## config.mk

```make
export PLATFORM = sky130hd
export DESIGN_NAME = servo_drive_calibrated_reversal
export DESIGN_NICKNAME = d
export VERILOG_FILES = /design/src/rtl/sdcr_pkg.sv /design/src/rtl/servo_drive_calibrated_reversal.sv
export SDC_FILE = /design/constraint.sdc
export NUM_CORES = 1
export LEC_CHECK = 0
export BUFFER_PORTS_ARGS = -buffer_cell sky130_fd_sc_hd__buf_2
export CORE_ASPECT_RATIO = 0.8
export CORE_UTILIZATION = 50
export DETAILED_ROUTE_END_ITERATION = 10
export GPL_TIMING_DRIVEN = 0
export PLACE_DENSITY = 0.7
export SYNTH_ARGS = -nofsm -noshare
export SYNTH_HDL_FRONTEND = slang
export SYNTH_SLANG_ARGS = --single-unit
```

## constraint.sdc

```tcl
create_clock -name clk -period 9.35 [get_ports clk]
set_clock_uncertainty 0.05 [all_clocks]
set_input_delay 0.935 -clock clk [delete_from_list [all_inputs] [get_ports clk]]
set_output_delay 0.935 -clock clk [all_outputs]
set_load 0.005 [all_outputs]
```

## src/rtl/sdcr_pkg.sv

```systemverilog
`timescale 1ns / 1ps

package sdcr_pkg;

	localparam int PULSE_WIDTH = 12;
	localparam int SUM_WIDTH = PULSE_WIDTH + 2;
	localparam int ROW_WIDTH = 4 * PULSE_WIDTH;
	localparam int OFFSET_WIDTH = 10;
	localparam int DURATION_WIDTH = 15;
	localparam int COUNT_WIDTH = 16;
	localparam int OFFSET_ROM_DEPTH = 51;
	localparam int ROM_LAST = OFFSET_ROM_DEPTH - 1;
	localparam int ROM_INDEX_WIDTH = $clog2(OFFSET_ROM_DEPTH);
	localparam int REVERSE_PAUSE_TICKS = 40;

	localparam int NEUTRAL_WIDTH = 307;
	localparam int MIN_WIDTH = 143;
	localparam int MAX_WIDTH = 471;
	localparam int SPEED_FULL = 4;

	typedef enum logic [1:0] {
		CMD_DRIVE = 2'd0,
		CMD_TICK  = 2'd1,
		CMD_HALT  = 2'd2
	} cmd_t;

	typedef enum logic [1:0] {
		PH_IDLE  = 2'd0,
		PH_TIMED = 2'd1,
		PH_PAUSE = 2'd2
	} phase_t;

	typedef enum logic [1:0] {
		SENSE_NONE = 2'd0,
		SENSE_FWD  = 2'd1,
		SENSE_REV  = 2'd2
	} sense_t;

	typedef enum logic [2:0] {
		DIR_STOP       = 3'd0,
		DIR_FWD        = 3'd1,
		DIR_LEFT       = 3'd2,
		DIR_RIGHT      = 3'd3,
		DIR_BACK       = 3'd4,
		DIR_ROLL_LEFT  = 3'd5,
		DIR_ROLL_RIGHT = 3'd6,
		DIR_NEUTRAL    = 3'd7
	} dir_t;

	typedef enum logic [2:0] {
		REG_LEFT_FWD_ROW   = 3'd0,
		REG_LEFT_REV_ROW   = 3'd1,
		REG_RIGHT_FWD_ROW  = 3'd2,
		REG_RIGHT_REV_ROW  = 3'd3,
		REG_FULL_FWD_OFFS  = 3'd4,
		REG_FULL_REV_OFFS  = 3'd5
	} reg_index_t;

	localparam logic [7:0] OFFSET_ROM [OFFSET_ROM_DEPTH] = '{
		8'd164, 8'd83, 8'd70, 8'd63, 8'd58, 8'd54, 8'd51, 8'd48, 8'd45, 8'd43,
		8'd41, 8'd40, 8'd38, 8'd37, 8'd35, 8'd34, 8'd33, 8'd32, 8'd31, 8'd30,
		8'd29, 8'd28, 8'd27, 8'd26, 8'd26, 8'd25, 8'd24, 8'd24, 8'd23, 8'd22,
		8'd22, 8'd21, 8'd21, 8'd20, 8'd19, 8'd19, 8'd18, 8'd18, 8'd17, 8'd17,
		8'd16, 8'd16, 8'd16, 8'd15, 8'd15, 8'd14, 8'd14, 8'd14, 8'd13, 8'd13,
		8'd12
	};

	function automatic logic [7:0] offset_rom_read(input logic [ROM_INDEX_WIDTH-1:0] idx);
		logic [7:0] val;
		if (int'(idx) > ROM_LAST) begin
			val = OFFSET_ROM[ROM_LAST];
		end else begin
			val = OFFSET_ROM[idx];
		end
		return val;
	endfunction

	function automatic sense_t left_sense(input dir_t dir);
		sense_t s;
		case (dir)
			DIR_FWD, DIR_RIGHT, DIR_ROLL_RIGHT: s = SENSE_FWD;
			DIR_BACK, DIR_ROLL_LEFT:            s = SENSE_REV;
			default:                            s = SENSE_NONE;
		endcase
		return s;
	endfunction

	function automatic sense_t right_sense(input dir_t dir);
		sense_t s;
		case (dir)
			DIR_FWD, DIR_LEFT, DIR_ROLL_LEFT: s = SENSE_FWD;
			DIR_BACK, DIR_ROLL_RIGHT:         s = SENSE_REV;
			default:                          s = SENSE_NONE;
		endcase
		return s;
	endfunction

endpackage

```

## src/rtl/servo_drive_calibrated_reversal.sv

```systemverilog
`timescale 1ns / 1ps

// Two-wheel servo drive with calibrated pulse widths and a pause on reversal.
// Input channel (in_valid / in_stall) carries one transaction per command:
// a drive request, a one millisecond tick or an immediate stop. Every input
// transaction gives exactly one output transaction (out_valid / out_stall)
// with the pulse widths now driven on both wheels and the drive phase.
// An accepted transaction sits in the input register, where the table
// selection, trim and clamp logic runs and the drive state is updated;
// its result is then loaded into the output register, raising out_valid.
// One transaction is taken every cycle while the output side keeps up.
// When the receiver stalls, the output register holds its result and the
// input register keeps the next transaction; in_stall rises only once both
// are full. The user writes calibration rows and full-speed offsets through
// the cfg port only while no transaction is in flight; nothing checks this.
// Reset clears valids, cfg and drive state: phase idle, last pulses zero.

module servo_drive_calibrated_reversal (
	input  logic        clk,
	input  logic        arst_n,

	input  logic        cfg_we,
	input  logic [2:0]  cfg_index,
	input  logic [47:0] cfg_data,

	input  logic        in_valid,
	output logic        in_stall,
	input  logic [1:0]  command,
	input  logic [2:0]  direction,
	input  logic [3:0]  speed_level,
	input  logic signed [7:0] trim,
	input  logic [14:0] duration_ticks,

	output logic        out_valid,
	input  logic        out_stall,
	output logic [11:0] left_pulse,
	output logic [11:0] right_pulse,
	output logic [1:0]  drive_phase
);

	localparam int PW = sdcr_pkg::PULSE_WIDTH;
	localparam int SW = sdcr_pkg::SUM_WIDTH;
	localparam int RW = sdcr_pkg::ROW_WIDTH;
	localparam int OW = sdcr_pkg::OFFSET_WIDTH;
	localparam int DW = sdcr_pkg::DURATION_WIDTH;
	localparam int CW = sdcr_pkg::COUNT_WIDTH;
	localparam int IW = sdcr_pkg::ROM_INDEX_WIDTH;

	// configuration
	logic [RW-1:0] lf_row_q, lr_row_q, rf_row_q, rr_row_q;
	logic [OW-1:0] ff_offs_q, fr_offs_q;

	// input register
	logic          valid_s1;
	logic [1:0]    command_s1;
	logic [2:0]    direction_s1;
	logic [3:0]    speed_s1;
	logic signed [7:0] trim_s1;
	logic [DW-1:0] duration_s1;

	// drive state
	sdcr_pkg::phase_t phase_q, phase_d;
	logic [CW-1:0] countdown_q, countdown_d;
	logic [PW-1:0] last_l_q, last_r_q, last_l_d, last_r_d;
	logic [PW-1:0] pend_l_q, pend_r_q, pend_l_d, pend_r_d;
	logic [DW-1:0] pend_dur_q, pend_dur_d;

	// output register
	logic          out_valid_q;
	logic [PW-1:0] left_q, right_q;
	logic [1:0]    phase_out_q;

	logic          go_s1;
	logic [2:0]    spd;
	logic signed [8:0] t_rnd;
	logic signed [9:0] t_bias;
	logic signed [6:0] t4;
	logic signed [OW:0] d_f, d_r;
	logic [IW-1:0] mag_f, mag_r;
	logic [7:0]    rom_f, rom_r;
	logic [PW-1:0] new_l, new_r;
	logic [PW:0]   mid_sum_l, mid_sum_r;
	logic [PW-1:0] mid_l, mid_r;
	logic          flip_l, flip_r;
	logic [CW-1:0] cnt_dec;

	function automatic logic [PW-1:0] row_level(input logic [RW-1:0] row, input logic [1:0] k);
		logic [PW-1:0] v;
		case (k)
			2'd0:    v = row[0*PW +: PW];
			2'd1:    v = row[1*PW +: PW];
			2'd2:    v = row[2*PW +: PW];
			default: v = row[3*PW +: PW];
		endcase
		return v;
	endfunction

	// magnitude of the clamped rom index
	function automatic logic [IW-1:0] rom_mag(input logic signed [OW:0] d);
		logic signed [OW:0] a;
		logic [IW-1:0] m;
		a = d[OW] ? -d : d;
		if (int'(d) >= sdcr_pkg::ROM_LAST || int'(d) <= -sdcr_pkg::ROM_LAST) begin
			m = IW'(sdcr_pkg::ROM_LAST);
		end else begin
			m = a[IW-1:0];
		end
		return m;
	endfunction

	function automatic logic flips(input logic [PW-1:0] old_p, input logic [PW-1:0] new_p,
			input logic [PW-1:0] mid);
		return (old_p != '0) && (new_p != '0) && ((old_p >= mid) != (new_p >= mid));
	endfunction

	function automatic logic [PW-1:0] wheel_pulse(
		input logic              is_right,
		input sdcr_pkg::sense_t  sense,
		input logic [2:0]        speed,
		input logic signed [7:0] trim_v,
		input logic signed [6:0] adj_v,
		input logic [RW-1:0]     frow,
		input logic [RW-1:0]     rrow,
		input logic              f_neg,
		input logic [7:0]        f_rom,
		input logic              r_neg,
		input logic [7:0]        r_rom
	);
		logic signed [SW-1:0] f0, r0, fk, rk, adj, fr, rr, sum;
		logic [PW-1:0] res;
		f0 = {2'b00, row_level(frow, 2'd0)};
		r0 = {2'b00, row_level(rrow, 2'd0)};
		fk = {2'b00, row_level(frow, speed[1:0])};
		rk = {2'b00, row_level(rrow, speed[1:0])};
		adj = {{(SW-7){adj_v[6]}}, adj_v};
		fr = {{(SW-8){1'b0}}, f_rom};
		rr = {{(SW-8){1'b0}}, r_rom};
		sum = '0;
		if (sense == sdcr_pkg::SENSE_NONE || speed == 3'd0) begin
			// creep from level zero when trimmed
			if (trim_v == 8'sd0) begin
				sum = '0;
			end else if (!trim_v[7]) begin
				sum = (is_right ? r0 : f0) + adj;
			end else begin
				sum = (is_right ? f0 : r0) + adj;
			end
		end else if (int'(speed) == sdcr_pkg::SPEED_FULL) begin
			if (sense == sdcr_pkg::SENSE_FWD) begin
				if (!is_right) begin
					sum = f_neg ? SW'(sdcr_pkg::MAX_WIDTH) : f0 + fr;
				end else begin
					sum = f_neg ? f0 - fr : SW'(sdcr_pkg::MIN_WIDTH);
				end
			end else begin
				if (!is_right) begin
					sum = r_neg ? SW'(sdcr_pkg::MIN_WIDTH) : r0 - rr;
				end else begin
					sum = r_neg ? r0 + rr : SW'(sdcr_pkg::MAX_WIDTH);
				end
			end
		end else if (sense == sdcr_pkg::SENSE_FWD) begin
			sum = fk + adj;
		end else begin
			sum = rk + adj;
		end
		if (sum[SW-1]) begin
			res = '0;
		end else if (sum[SW-2:PW] != '0) begin
			res = '1;
		end else begin
			res = sum[PW-1:0];
		end
		return res;
	endfunction

	// handshake
	assign go_s1 = valid_s1 && (!out_valid_q || !out_stall);
	assign in_stall = valid_s1 && out_valid_q && out_stall;

	// datapath
	assign spd = (speed_s1 > 4'(sdcr_pkg::SPEED_FULL)) ? 3'(sdcr_pkg::SPEED_FULL) : speed_s1[2:0];

	// trim / 4, rounded half away from zero
	assign t_rnd = {trim_s1[7], trim_s1} + (trim_s1[7] ? -9'sd2 : 9'sd2);
	assign t_bias = {t_rnd[8], t_rnd} + (t_rnd[8] ? 10'sd3 : 10'sd0);
	assign t4 = t_bias[8:2];

	assign d_f = {ff_offs_q[OW-1], ff_offs_q} - {{2{trim_s1[7]}}, trim_s1, 1'b0};
	assign d_r = {fr_offs_q[OW-1], fr_offs_q} - {{2{trim_s1[7]}}, trim_s1, 1'b0};
	assign mag_f = rom_mag(d_f);
	assign mag_r = rom_mag(d_r);
	assign rom_f = sdcr_pkg::offset_rom_read(mag_f);
	assign rom_r = sdcr_pkg::offset_rom_read(mag_r);

	assign new_l = wheel_pulse(1'b0, sdcr_pkg::left_sense(sdcr_pkg::dir_t'(direction_s1)),
		spd, trim_s1, t4, lf_row_q, lr_row_q, d_f[OW], rom_f, d_r[OW], rom_r);
	assign new_r = wheel_pulse(1'b1, sdcr_pkg::right_sense(sdcr_pkg::dir_t'(direction_s1)),
		spd, trim_s1, t4, rf_row_q, rr_row_q, d_f[OW], rom_f, d_r[OW], rom_r);

	assign mid_sum_l = {1'b0, lf_row_q[PW-1:0]} + {1'b0, lr_row_q[PW-1:0]};
	assign mid_sum_r = {1'b0, rf_row_q[PW-1:0]} + {1'b0, rr_row_q[PW-1:0]};
	assign mid_l = mid_sum_l[PW:1];
	assign mid_r = mid_sum_r[PW:1];
	assign flip_l = flips(last_l_q, new_l, mid_l);
	assign flip_r = flips(last_r_q, new_r, mid_r);

	assign cnt_dec = (countdown_q != '0) ? countdown_q - CW'(1) : '0;

	always_comb begin
		phase_d = phase_q;
		countdown_d = countdown_q;
		last_l_d = last_l_q;
		last_r_d = last_r_q;
		pend_l_d = pend_l_q;
		pend_r_d = pend_r_q;
		pend_dur_d = pend_dur_q;
		case (sdcr_pkg::cmd_t'(command_s1))
			sdcr_pkg::CMD_DRIVE: begin
				if (direction_s1 == sdcr_pkg::DIR_NEUTRAL) begin
					last_l_d = PW'(sdcr_pkg::NEUTRAL_WIDTH);
					last_r_d = PW'(sdcr_pkg::NEUTRAL_WIDTH);
				end else begin
					last_l_d = flip_l ? '0 : new_l;
					last_r_d = flip_r ? '0 : new_r;
					if (flip_l || flip_r) begin
						phase_d = sdcr_pkg::PH_PAUSE;
						countdown_d = CW'(sdcr_pkg::REVERSE_PAUSE_TICKS);
						pend_l_d = new_l;
						pend_r_d = new_r;
						pend_dur_d = duration_s1;
					end else if (duration_s1 != '0) begin
						phase_d = sdcr_pkg::PH_TIMED;
						countdown_d = {1'b0, duration_s1};
					end else begin
						phase_d = sdcr_pkg::PH_IDLE;
						countdown_d = '0;
					end
				end
			end
			sdcr_pkg::CMD_TICK: begin
				if (phase_q != sdcr_pkg::PH_IDLE) begin
					countdown_d = cnt_dec;
					if (cnt_dec == '0) begin
						if (phase_q == sdcr_pkg::PH_PAUSE) begin
							// pause over: apply the held request
							last_l_d = pend_l_q;
							last_r_d = pend_r_q;
							if (pend_dur_q != '0) begin
								phase_d = sdcr_pkg::PH_TIMED;
								countdown_d = {1'b0, pend_dur_q};
							end else begin
								phase_d = sdcr_pkg::PH_IDLE;
							end
						end else begin
							phase_d = sdcr_pkg::PH_IDLE;
							last_l_d = '0;
							last_r_d = '0;
						end
					end
				end
			end
			sdcr_pkg::CMD_HALT: begin
				phase_d = sdcr_pkg::PH_IDLE;
				countdown_d = '0;
				last_l_d = '0;
				last_r_d = '0;
			end
			default: begin
			end
		endcase
	end

	always_ff @(posedge clk or negedge arst_n) begin
		if (!arst_n) begin
			lf_row_q <= '0;
			lr_row_q <= '0;
			rf_row_q <= '0;
			rr_row_q <= '0;
			ff_offs_q <= '0;
			fr_offs_q <= '0;
		end else if (cfg_we) begin
			case (sdcr_pkg::reg_index_t'(cfg_index))
				sdcr_pkg::REG_LEFT_FWD_ROW:  lf_row_q <= cfg_data[RW-1:0];
				sdcr_pkg::REG_LEFT_REV_ROW:  lr_row_q <= cfg_data[RW-1:0];
				sdcr_pkg::REG_RIGHT_FWD_ROW: rf_row_q <= cfg_data[RW-1:0];
				sdcr_pkg::REG_RIGHT_REV_ROW: rr_row_q <= cfg_data[RW-1:0];
				sdcr_pkg::REG_FULL_FWD_OFFS: ff_offs_q <= cfg_data[OW-1:0];
				sdcr_pkg::REG_FULL_REV_OFFS: fr_offs_q <= cfg_data[OW-1:0];
				default: begin
				end
			endcase
		end
	end

	always_ff @(posedge clk or negedge arst_n) begin
		if (!arst_n) begin
			valid_s1 <= 1'b0;
		end else if (!in_stall) begin
			valid_s1 <= in_valid;
		end
	end

	always_ff @(posedge clk) begin
		if (in_valid && !in_stall) begin
			command_s1 <= command;
			direction_s1 <= direction;
			speed_s1 <= speed_level;
			trim_s1 <= trim;
			duration_s1 <= duration_ticks;
		end
	end

	always_ff @(posedge clk or negedge arst_n) begin
		if (!arst_n) begin
			phase_q <= sdcr_pkg::PH_IDLE;
			countdown_q <= '0;
			last_l_q <= '0;
			last_r_q <= '0;
			pend_l_q <= '0;
			pend_r_q <= '0;
			pend_dur_q <= '0;
		end else if (go_s1) begin
			phase_q <= phase_d;
			countdown_q <= countdown_d;
			last_l_q <= last_l_d;
			last_r_q <= last_r_d;
			pend_l_q <= pend_l_d;
			pend_r_q <= pend_r_d;
			pend_dur_q <= pend_dur_d;
		end
	end

	always_ff @(posedge clk or negedge arst_n) begin
		if (!arst_n) begin
			out_valid_q <= 1'b0;
		end else if (go_s1) begin
			out_valid_q <= 1'b1;
		end else if (!out_stall) begin
			out_valid_q <= 1'b0;
		end
	end

	always_ff @(posedge clk) begin
		if (go_s1) begin
			left_q <= last_l_d;
			right_q <= last_r_d;
			phase_out_q <= phase_d;
		end
	end

	assign out_valid = out_valid_q;
	assign left_pulse = left_q;
	assign right_pulse = right_q;
	assign drive_phase = phase_out_q;

	// a running phase always has ticks left, idle never does
	assert property (@(posedge clk) disable iff (!arst_n)
		(phase_q == sdcr_pkg::PH_IDLE) == (countdown_q == '0))
		else $error("phase and countdown disagree");

	assert property (@(posedge clk) disable iff (!arst_n)
		phase_q == sdcr_pkg::PH_PAUSE |-> countdown_q <= CW'(sdcr_pkg::REVERSE_PAUSE_TICKS))
		else $error("reversal pause longer than configured");

	// a held transaction is not dropped while the output is stalled
	assert property (@(posedge clk) disable iff (!arst_n)
		(valid_s1 && out_valid_q && out_stall) |=> valid_s1 && out_valid_q)
		else $error("transaction lost under output stall");

	assert property (@(posedge clk) disable iff (!arst_n)
		go_s1 |=> out_valid_q)
		else $error("result register not loaded");

endmodule
```

## After elaboration in Yosys (flattened, before gate mapping)

Memories as Yosys holds them, arrays and structs flattened.
Index checks and enable logic that the tools add are counted.

| word-level totals | value |
|---|---|
| memories kept | 2 |
| RAM bits | 0 |
| bits in latches | 0 |
| register bits | 353 |
| memory bits (read-only) | 1024 |

Memory list:

| name | words | bits a word | rd ports | clocked after Yosys merged registers in | wr ports | RTL line | RTL |
|---|---|---|---|---|---|---|---|
| (no name shown) | 64 | 8 | 1 | 0 | 0 | sdcr_pkg.sv:73 | `val = OFFSET_ROM[idx];` |
| (no name shown) | 64 | 8 | 1 | 0 | 0 | sdcr_pkg.sv:73 |  |

| cells by class | value |
|---|---|
| div/mod/pow operators | 0 |
| equality and inequality tests | 25 |
| shift-type cells | 0 |
| multipliers | 0 |
| magnitude comparators | 13 |
| multiplexer cells | 70 |
| bitwise logic cells | 3 |
| $add $sub $neg | 21 |
| reductions and logical operators | 46 |

Operator list:

| cell | count |
|---|---|
| $pmux 12 s3 | 6 |
| $mux 14 | 14 |
| $mux 12 | 14 |
| $add 13x7->14 | 8 |
| $mux 16 | 6 |
| $ge 12x12->1 | 4 |
| $mux 8 | 6 |
| $pmux 16 s3 | 1 |
| $reduce_bool 12->1 | 4 |
| $mux 15 | 2 |
| $reduce_bool 15->1 | 2 |
| $add 12x12->13 | 2 |
| $add 12x8->13 | 2 |
| $mux 13 | 2 |
| $sub 12x8->13 | 2 |
| $mux 6 | 4 |
| $ge 11x7->1 const B | 2 |
| $le 11x7->1 const B | 2 |
| $sub 10x9->11 | 2 |
| $eq 3x3->1 const B | 7 |
| $logic_not 16->1 | 1 |
| $reduce_bool 16->1 | 1 |
| $sub 16x1->16 const B | 1 |
| $ge 7x7->1 const B | 2 |
| other kinds (32) | 81 |

## Depth between registers and ports, before layout

Gate-level depths: netlist (run 1).

| depth | value |
|---|---|
| word-level depth | 23 |
| mapped depth | 46 |
| gate-level depth less buffers | 42 |

## Worst setup path after synthesis (run 1)

OpenSTA, ideal clock, no wires.

| path | value |
|---|---|
| path kind | flip-flop to flip-flop |
| start point | register trim_s1[7] |
| end point | register pend_l_q[10] |
| library setup time | 125 ps |
| data arrival time | 9552 ps |
| clock period less this slack | 9727 ps |
| path slack | -377 ps |
| stages on the path, launching flop included | 43 |
| cell sequence | edfxtp_1 buf_1 clkbuf_1 inv_1 ha_1 inv_1 o32ai_2 nor2_1 a31oi_1 nand2_1 nor4_1 or2_0 and2_1 inv_1 ha_1 a211oi_1 a21oi_1 a221o_1 [... 7 more ...] o221a_2 o22ai_1 clkbuf_1 a31oi_1 ha_1 a21o_1 a2111oi_0 o21ai_0 o2111ai_1 a21oi_1 a211oi_1 xnor2_1 or3_4 a41oi_4 o21ai_2 buf_6 buf_8 mux2_4 |

| between the ends | value |
|---|---|
| longest elaborated chain between the ends | 21 |
| elaborated cells between the ends (all ways) | 73 |

Ends and longest elaborated chain:

| element | RTL line | RTL |
|---|---|---|
| from (decl) | servo_drive_calibrated_reversal.sv:58 | `logic signed [7:0] trim_s1;` |
| from (signal assigned) | servo_drive_calibrated_reversal.sv:309 | `trim_s1 <= trim;` |
| $sub 10x9->11 (on tied branches) | servo_drive_calibrated_reversal.sv:190, servo_drive_calibrated_reversal.sv:189 |  |
| $ge 11x7->1 or $le 11x7->1 (tied branches) | servo_drive_calibrated_reversal.sv:103 | `if (int'(d) >= sdcr_pkg::ROM_LAST \|\| int'(d) <= -sdcr_pkg::ROM_LAST) begin` |
| $logic_or 1x1->1 | servo_drive_calibrated_reversal.sv:103 |  |
| $mux 6 | servo_drive_calibrated_reversal.sv:103 |  |
| $not 6->7 (implied by the code) | sdcr_pkg.sv:73 |  |
| $mem_v2 64x8 | -- |  |
| $mux 8 (implied by the code) (2 in series) | sdcr_pkg.sv:73 |  |
| $mux 8 | sdcr_pkg.sv:70 | `if (int'(idx) > ROM_LAST) begin` |
| [... 5 more ...] | -- |  |
| $mux 12 | servo_drive_calibrated_reversal.sv:169 | `end else if (sum[SW-2:PW] != '0) begin` |
| $mux 12 * | servo_drive_calibrated_reversal.sv:167 | `if (sum[SW-1]) begin` |
| named net new_l[4] | servo_drive_calibrated_reversal.sv:81 | `logic [PW-1:0] new_l, new_r;` |
| $ge 12x12->1 or $reduce_bool 12->1 (tied branches) | servo_drive_calibrated_reversal.sv:113 | `return (old_p != '0) && (new_p != '0) && ((old_p >= mid) != (new_p >= mid));` |
| $ne 1x1->1 or $logic_and 1x1->1 (tied branches) | servo_drive_calibrated_reversal.sv:113 |  |
| $logic_and 1x1->1 * | servo_drive_calibrated_reversal.sv:113 |  |
| $logic_or 1x1->1 * | servo_drive_calibrated_reversal.sv:226 | `if (flip_l \|\| flip_r) begin` |
| $reduce_and 4->1 (no line) * | -- |  |
| to (signal assigned) | servo_drive_calibrated_reversal.sv:328 | `pend_l_q <= pend_l_d;` |
| to (decl) | servo_drive_calibrated_reversal.sv:65 | `logic [PW-1:0] pend_l_q, pend_r_q, pend_l_d, pend_r_d;` |

Mark *: on every way through the listed nets, which the timed path passes. The rest lies on a longest branch. The select of a mux whose other input is x is not followed.
A chain may end at the register's enable or synchronous reset.

## Final worst setup path (run 1)

| path | value |
|---|---|
| start point | register speed_s1[3] |
| end point | register pend_l_q[10] |

| between the ends | value |
|---|---|
| longest elaborated chain between the ends | 15 |
| elaborated cells between the ends (all ways) | 39 |

Ends and longest elaborated chain:

| element | RTL line | RTL |
|---|---|---|
| from (decl) | servo_drive_calibrated_reversal.sv:57 | `logic [3:0] speed_s1;` |
| from (signal assigned) | servo_drive_calibrated_reversal.sv:308 | `speed_s1 <= speed_level;` |
| $gt 4x3->1 * | servo_drive_calibrated_reversal.sv:182 | `assign spd = (speed_s1 > 4'(sdcr_pkg::SPEED_FULL)) ? 3'(sdcr_pkg::SPEED_FULL) : speed_s1[2:0];` |
| $mux 3 * | servo_drive_calibrated_reversal.sv:182 |  |
| $eq 2x2->1 (tied with other cells) | servo_drive_calibrated_reversal.sv:89 | `case (k)` |
| $pmux 12 s3 | servo_drive_calibrated_reversal.sv:89 |  |
| $add 13x7->14 (on tied branches) | servo_drive_calibrated_reversal.sv:165, servo_drive_calibrated_reversal.sv:163 |  |
| $mux 14 | servo_drive_calibrated_reversal.sv:162 | `end else if (sense == sdcr_pkg::SENSE_FWD) begin` |
| $mux 14 | servo_drive_calibrated_reversal.sv:148 | `end else if (int'(speed) == sdcr_pkg::SPEED_FULL) begin` |
| $mux 14 * | servo_drive_calibrated_reversal.sv:139 | `if (sense == sdcr_pkg::SENSE_NONE \|\| speed == 3'd0) begin` |
| $mux 12 | servo_drive_calibrated_reversal.sv:169 |  |
| $mux 12 * | servo_drive_calibrated_reversal.sv:167 |  |
| named net new_l[4] | servo_drive_calibrated_reversal.sv:81 |  |
| $ge 12x12->1 or $reduce_bool 12->1 (tied branches) | servo_drive_calibrated_reversal.sv:113 |  |
| $ne 1x1->1 or $logic_and 1x1->1 (tied branches) | servo_drive_calibrated_reversal.sv:113 |  |
| $logic_and 1x1->1 * | servo_drive_calibrated_reversal.sv:113 |  |
| $logic_or 1x1->1 * | servo_drive_calibrated_reversal.sv:226 |  |
| $reduce_and 4->1 (no line) * | -- |  |

Mark *: on every way through the listed nets, which the timed path passes. The rest lies on a longest branch.

==> results of run 1 <==
[cells in the final DEF, fill, tap and decap left out, types with 22 or more instances in the layout]
cell type  instances
a21o_1            37
a221o_1           29
a31oi_1           35
nand2_1          213
nor4_1            29
buf_2            118
nor2_1           129
dfrtp_1          295
edfxtp_1          58
a22oi_1           34
o211ai_1          29
nor3_1            46
ha_1             186
nand3_1           37
buf_4             67
inv_1             96
xnor2_1           76
mux2_2           260
o21a_1            37
o21ai_0           81
xor2_1            54
clkbuf_16         40
clkbuf_1          75
a21oi_1          124
mux4_2            40
nor2b_1           22
[synthesized netlist by cell type, drive strengths merged, types with 13 or more instances]
cell type / instances / share of area
a22o: 15 / 0.0051
o22ai: 14 / 0.0034
buf: 23 / 0.0049
a21oi: 134 / 0.026
xnor2: 79 / 0.027
o21ai: 99 / 0.019
o31ai: 24 / 0.0070
nand3: 39 / 0.0076
ha: 205 / 0.099
nor2: 135 / 0.020
nand4: 13 / 0.0031
fa: 13 / 0.010
a21boi: 15 / 0.0044
xor2: 55 / 0.019
a221o: 29 / 0.011
a21o: 38 / 0.011
mux4: 40 / 0.035
clkbuf: 80 / 0.012
and2: 18 / 0.0044
a211oi: 26 / 0.0077
inv: 103 / 0.015
o211ai: 29 / 0.0084
o221ai: 25 / 0.010
edfxtp: 58 / 0.067
nor4: 35 / 0.0096
dfrtp: 295 / 0.29
mux2: 270 / 0.12
or2: 16 / 0.0039
nor2b: 25 / 0.0061
a31oi: 38 / 0.0092
o21bai: 16 / 0.0046
o21a: 39 / 0.011
nor3: 48 / 0.0095
a221oi: 13 / 0.0049
nand2b: 22 / 0.0053
nand2: 219 / 0.032
a22oi: 34 / 0.0099
[metrics by stage]
step | TNS, ps | utilization | power (W) | area (µm²)
2_1_floorplan | 0 | - | 0.00503 | 25800
3_3_place_gp | -312770 | 0.535 | 0.00603 | 27300
3_5_place_dp | -324750 | 0.536 | 0.00614 | 27300
4_1_cts | 0 | 0.578 | 0.00799 | 29500
5_1_grt | -222 | 0.588 | 0.00875 | 30000
6_report | 0 | 0.588 | 0.00830 | 30000
[logic make-up after synthesis]
group	Yosys count
DFF	353
buffers and inverters	206
and+or+nand+nor	624
adders and majority gates	218
muxes	318
xor gates and xnor gates	136
AOI/OAI and AO/OA	671
[layer usage]
layer | part of all wire | GRT usage | wire (µm)
met3 | 0.11 | 0.0714 | 9640
met1 | 0.43 | 0.495 | 39300
met4 | 0.027 | 0.0896 | 2420
met5 | 0 | 0 | 0
met2 | 0.43 | 0.497 | 38900
[state kept, by name, summed over array words and instances (netlist names)]
register / flops
command_s1: 2
countdown_q: 16
direction_s1: 3
drive_phase: 2
duration_s1: 15
ff_offs_q: 10
fr_offs_q: 10
last_l_q: 12
last_r_q: 12
left_pulse: 12
lf_row_q: 48
lr_row_q: 48
out_valid: 1
pend_dur_q: 15
pend_l_q: 12
pend_r_q: 12
phase_q: 2
rf_row_q: 48
right_pulse: 12
rr_row_q: 48
speed_s1: 4
trim_s1: 8
valid_s1: 1
[worst max-delay path by stage]
stage	from	end	slack (ps)
after floorplan	trim_s1[7]	pend_l_q[10]	10
after global placement	trim_s1[7]	left_pulse[3]	-3390
after detailed placement	trim_s1[7]	left_pulse[2]	-3460
after CTS	trim_s1[7]	countdown_q[11]	20
after global routing	trim_s1[7]	pend_l_q[10]	-30
final	speed_s1[3]	pend_l_q[10]	180
[power by group through the flow]
stage          clock network (W)  registers (W)  logic [W]
2_1_floorplan                  0        0.00218    0.00285
6_report                 0.00161        0.00238    0.00431
4_1_cts                  0.00163        0.00236    0.00400
3_5_place_dp                   0        0.00238    0.00376
5_1_grt                  0.00169        0.00241    0.00466
3_3_place_gp                   0        0.00236    0.00366
[worst max-delay path, delay by kind of cell, from the launching register on]
family	cells	cell delay, ps
AOI/OAI and AO/OA	14	3090
buffers and inverters	7	2240
and+or+nand+nor	6	1330
muxes	2	700
adders and majority gates	2	680
DFF	1	500
xor gates and xnor gates	2	430
[timing repair]
item / in CTS / in global routing
endpoints found under the setup margin: 106 / 106
gates cloned: 1 / 0
pin swaps: 19 / 41
resized for setup: 123 / 93
buffers inserted: 42 / 26
[area by class of cell]
| cell class | count | share of cell area |
|---|---|---|
| Multi-Input combinational cell | 1967 | 0.555 |
| Sequential cell | 353 | 0.304 |
| Timing Repair Buffer | 185 | 0.0402 |
| Clock buffer | 56 | 0.0370 |
| Tap cell | 684 | 0.0285 |
| Buffer | 96 | 0.0152 |
| Inverter | 103 | 0.0133 |
| Clock inverter | 13 | 0.00621 |
| Timing Repair inverter | 1 | 0.000250 |
==> metrics.md, run 1 <==
| Metric | Value |
|---|---|
| Final ANT Viol Nets | `0` |
| GPL Wtd Cong | `approximately 1.0` |
| Worst hold path type | `in2async` |
| Cts hold-fix bufs | `0` |
| Critical Path Fanout Max | `10` |
| Mux contribution to synthesized area | `0.157` |
| Worst Setup Start Kind | `flop` |
| Largest net degree at the start of global routing | `~130` |
| Cell area after synthesis | `between 20000 and 30000 µm²` |
| Net Sw Power | `between 0.003 and 0.004 W` |
| CP max stage cell | `clkbuf_1` |
| Syn Nets | `approximately 2800` |
| Fin cells | `3458` |
| Adder-Cell Fraction of Synth Area | `0.109` |
| Tcrit/Tclk final | `0.981` |
| Max Cap Viol | `0` |
| Avg Cell Area, Syn | `between 10 and 15 µm²` |
| Initial core utilization | `0.506` |
| Fin worst setup slack | `between 150 and 200 ps` |
| Distinct cells, synth | `98` |
| Status | `completed` |
| Post-synth EDFFs | `58` |
| Die ar. | `52600 µm²` |
| R2r startpoint | `speed_s1[3]` |
| Core area | `between 50000 and 60000 µm²` |
| Die W | `256 µm` |
| Final setup viols | `0` |
| Reg2reg end | `pend_l_q[10]` |
| DRC violations left | `0` |
| Area occupied by multi-input gates | `about 17000 µm²` |
| CTS Sinks | `between 300 and 400` |
| Antenna diodes | `0` |
| Final Hold Viols | `0` |
| Combinational share of power | `0.519` |
| Seq/Total Area, Yosys | `0.353` |
| CTS Buf Count | `39` |
| Num ports | `about 120` |
| Clock slew at reported path FFs | `about 60 ps` |
| Synth Flop Type | `dfrtp_1` |
| Cell Rows | `74` |
| Total routed wirelength | `about 90000 µm` |
| Routed len/inst | `approximately 26 µm` |
| WP data required | `9740 ps` |
| Layout cell share with drive strength beyond 1 | `0.265` |
| Max VDD drop | `0.180 mV` |
| Reg2Reg Setup Slack | `180 ps` |
| First-pass GRT wire length | `about 130000 µm` |
| Cells after Synth | `2526` |
| Fill cells | `4335` |
| # port buffers | `roughly 120` |
| CP Data Arrival Time | `between 9000 and 10000 ps` |
| Iteration-0 DRC Markers | `~2800` |
| DP Worst Slack | `-3460 ps` |
| Compound-Gate Fraction of Synth Area | `0.185` |
| Worst hold margin | `between 200 and 300 ps` |
| Grt ovf | `0` |
| Via density | `around 6.6` |
| Final-report max-slew violation count | `0` |
| Rel. slew slack | `0.0326` |
| Final min period | `~9200 ps` |
| Post-placement cell count | `around 3300` |
| Initial antenna violation count | `1` |
| Seq cells post-synth | `353` |
| Switch share | `0.426` |
| Synth warn | `0` |
| Crit path largest cell delay | `690 ps` |
| R2R cell count | `33` |
| Clock group share of total power | `0.194` |
| Final-stage net count | `3052` |
| Sequential share of power | `0.287` |
| Xor and xnor area share after synthesis | `0.0475` |
| Routed via count | `22900` |
| Register area | `~9100 µm²` |
| DP HPWL | `about 68000 µm` |
| Worst Tran Pin Value | `between 1000 and 1500 ps` |
| Fraction of registers with async set/reset | `0.836` |
| Internal cell power | `between 0.004 and 0.005 W` |
| Total GRT Usage | `0.336` |
| Clock buffer depth | `3` |
| Pre-Repair DR Iteration Count | `6` |
| Area grow syn2layout | `16.1%` |
| Main combinational cell family by area after synthesis | `compound AO/OA/AOI/OAI gates` |
| CTS tree | `yes` |
| Root buf cell | `clkbuf_16` |
| F_max | `between 0.1 and 0.15 GHz` |
| Pleak | `~13 nW` |
| Worst skew pair latency | `between 500 and 600 ps` |
| WS Path Type | `reg2reg` |
| H-tree levels | `2` |
| Die Ht | `just over 200 µm` |
| Post-Synth Simple-Gate Area | `0.117` |
| Vias in the first global route | `21600` |
| Crit. End Element | `flop` |
| PD cells | `~280 nW/µm²` |
No activity file was read; power rests on OpenSTA's default activity.
==> run 2, diff against run 1 <==
--- a/config.mk
+++ b/config.mk
@@ -6,11 +6,12 @@
 export NUM_CORES = 1
 export LEC_CHECK = 0
 export BUFFER_PORTS_ARGS = -buffer_cell sky130_fd_sc_hd__buf_2
+export CAP_MARGIN = 20
 export CORE_ASPECT_RATIO = 0.8
 export CORE_UTILIZATION = 50
 export DETAILED_ROUTE_END_ITERATION = 10
 export GPL_TIMING_DRIVEN = 0
-export PLACE_DENSITY = 0.7
+export PLACE_DENSITY = 0.79
 export SYNTH_ARGS = -nofsm -noshare
 export SYNTH_HDL_FRONTEND = slang
 export SYNTH_SLANG_ARGS = --single-unit
==> run 2 against run 1 <==
Against the previous run:
- global-route usage up 0.84 points
- largest power group unchanged
- flip-flop and latch count unchanged
- clock power about the same
- die area stayed put
- critical path depth grew 9
- via count is 1.4% higher
- critical path type unchanged
- worst setup slack worse by 13 ps
- hold slack worse by 0.92 ps
- highest routed layer unchanged
- register-to-register slack about the same
==> metrics.md, run 2 (synthesis results as in run 1) <==
| Metric | Value |
|---|---|
| Switch share | `0.429 (+0.00291)` |
| Largest net degree at the start of global routing | `132 (+2.3%)` |
| Worst Tran Pin Value | `1170 ps (-273 ps)` |
| Net Sw Power | `0.00362 W (+2.3%)` |
| Die Ht | `205 µm (unchanged)` |
| Antenna diodes | `0 (unchanged)` |
| Status | `completed` |
| Commonest non-fill, non-tap cell in the layout | `dfrtp_1` |
| Num ports | `116 (unchanged)` |
| Via density | `6.68 (+1.0%)` |
| Final Hold Viols | `0 (unchanged)` |
| Critical Path Fanout Max | `10 (unchanged)` |
| Max Cap Viol | `0 (unchanged)` |
| Routed len/inst | `26.6 µm (+1.9%)` |
| Tcrit/Tclk final | `0.982 (+0.00143)` |
| CP Launch Point | `trim_s1[0]` |
| DRC violations left | `0 (unchanged)` |
| Die ar. | `52600 µm² (unchanged)` |
| WS Path Type | `reg2reg` |
| Max VDD drop | `0.192 mV (+6.3%)` |
| Core area | `51000 µm² (unchanged)` |
| Clock group share of total power | `0.195 (about the same)` |
| Final setup viols | `0 (unchanged)` |
| R2R cell count | `42 (+27%)` |
| R2r startpoint | `trim_s1[0]` |
| Final-report max-slew violation count | `0 (unchanged)` |
| # port buffers | `115 (unchanged)` |
| Internal cell power | `0.00481 W (+1.1%)` |
| Final ANT Viol Nets | `0 (unchanged)` |
| PD cells | `279 nW/µm² (+0.84%)` |
| Routed via count | `23200 (+1.4%)` |
| First-pass GRT wire length | `137000 µm (+2.8%)` |
| WP data required | `9750 ps (about the same)` |
| Combinational share of power | `0.523 (+0.004)` |
| Total routed wirelength | `92300 µm (+2.2%)` |
| Grt ovf | `0 (unchanged)` |
| CP max stage cell | `edfxtp_1` |
| Fill cells | `4090 (-5.7%)` |
| Worst hold path type | `in2async` |
| Cts hold-fix bufs | `0 (unchanged)` |
| Iteration-0 DRC Markers | `2728 (-2.4%)` |
| Area grow syn2layout | `17.1%` |
| H-tree levels | `2 (unchanged)` |
| Cell Rows | `74 (unchanged)` |
| DP HPWL | `69800 µm (+2.6%)` |
| CTS tree | `yes` |
| Rel. slew slack | `0.219 (+0.186)` |
| GPL Wtd Cong | `1.06 (+3.3%)` |
| Pleak | `12.9 nW (+1.2%)` |
| Most frequent cells in the layout | `dfrtp_1 (295), mux2_2 (260), nand2_1 (214)` |
| Worst hold margin | `284 ps (-0.919 ps)` |
| Initial antenna violation count | `0 (-1)` |
| Most used cell, CP | `o21ai_2` |
| CTS Buf Count | `38 (-2.6%)` |
| Crit path largest cell delay | `460 ps (-230 ps)` |
| Final-stage net count | `3063 (+0.36%)` |
| Worst skew pair latency | `560 ps (about the same)` |
| Crit. End Element | `flop` |
| Clock slew at reported path FFs | `70 ps (about the same)` |
| CP Data Arrival Time | `9580 ps (+20 ps)` |
| Fin worst setup slack | `165 ps (-13.4 ps)` |
| Root buf cell | `clkbuf_16` |
| Worst Setup Start Kind | `flop` |
| Vias in the first global route | `22300 (+3.3%)` |
| Sequential share of power | `0.282 (-0.005)` |
| Total GRT Usage | `0.344 (+0.00837)` |
| Initial core utilization | `0.506 (unchanged)` |
| CTS Sinks | `353 (unchanged)` |
| Final min period | `9190 ps (+13.4 ps)` |
| Layout cell share with drive strength beyond 1 | `0.272 (+0.00712)` |
| DP Worst Slack | `-3540 ps (-75.9 ps)` |
| Die W | `256 µm (unchanged)` |
| Pre-Repair DR Iteration Count | `5 (-1)` |
| Clock buffer depth | `3 (unchanged)` |
| F_max | `0.109 GHz (-0.15%)` |
-- run 2: changes by cell type in the layout (fill, tap and decap cells not counted), sizes merged --
cell and delta:
buf +10, bufinv +2, clkbuf -5, clkinv +5
-- run 2: through the flow --
| step | TNS (ps) | instance area, µm² | total power (W) | utilization | cells |
|---|---|---|---|---|---|
| 6_report | 0 | 30200 | 0.00843 | 0.593 | 3470 |
| 3_5_place_dp | -330500 | 27400 | 0.00618 | 0.537 | 3330 |
| 2_1_floorplan | 0 | 25800 | 0.00503 | - | 2526 |
| 5_1_grt | -2040 | 30200 | 0.00889 | 0.593 | 3470 |
| 3_3_place_gp | -330330 | 27300 | 0.00605 | 0.535 | 3325 |
| 4_1_cts | 0 | 29600 | 0.00807 | 0.581 | 3439 |
-- run 2: power groups by stage --
| stage | Combinational [W] | Clock (W) | Sequential [W] |
|---|---|---|---|
| global route | 0.00477 | 0.00172 | 0.00240 |
| floorplan | 0.00285 | 0 | 0.00218 |
| CTS | 0.00406 | 0.00166 | 0.00235 |
| global placement | 0.00369 | 0 | 0.00236 |
| detailed placement | 0.00381 | 0 | 0.00237 |
| finish | 0.00441 | 0.00164 | 0.00238 |
-- run 2: routing by layer --
layer	part of all wire	routed length, µm	up-vias	track usage
met2	0.43	39400	1332	0.504
met4	0.033	3020	0	0.108
met5	0	0	-	0
li1	-	-	10000	-
met3	0.11	10600	220	0.0958
met1	0.42	39200	11600	0.491
-- run 2: repair_timing --
action	4_1_cts	5_1_grt
gates cloned	0	0
pin swaps	25	41
buffers inserted	43	33
gates resized for setup	142	86
endpoints found under the setup margin	106	104
-- run 2: cell type report --
class                           instances  area, µm²  area share
Buffer                                 98        499      0.0165
Clock buffer                           48       1050      0.0347
Clock inverter                         21        284     0.00939
Inverter                              103        400      0.0132
Multi-Input combinational cell       1967      16700       0.552
Sequential cell                       353       9120       0.302
Tap cell                              684        856      0.0283
Timing Repair Buffer                  196       1320      0.0438
-- run 2: critical path, delay by kind of cell, from the launching register on --
family | cells | cell delay [ps]
compound gates | 21 | 4110
fa+ha+maj | 5 | 1420
flops | 1 | 460
mux | 1 | 310
buf+inv | 6 | 950
simple gates | 7 | 1350
xor+xnor | 2 | 400
-- run 2: path summary, 6_finish.rpt --
kind	endpoint	slack (ps)
worst max-delay path	pend_l_q[5]	160
min in group clk	out_valid	450
worst min-delay path	lr_row_q[32]	280
max in group asynchronous	ff_offs_q[5]	7880
worst max register to register	pend_l_q[5]	160
worst min register to register	out_valid	450
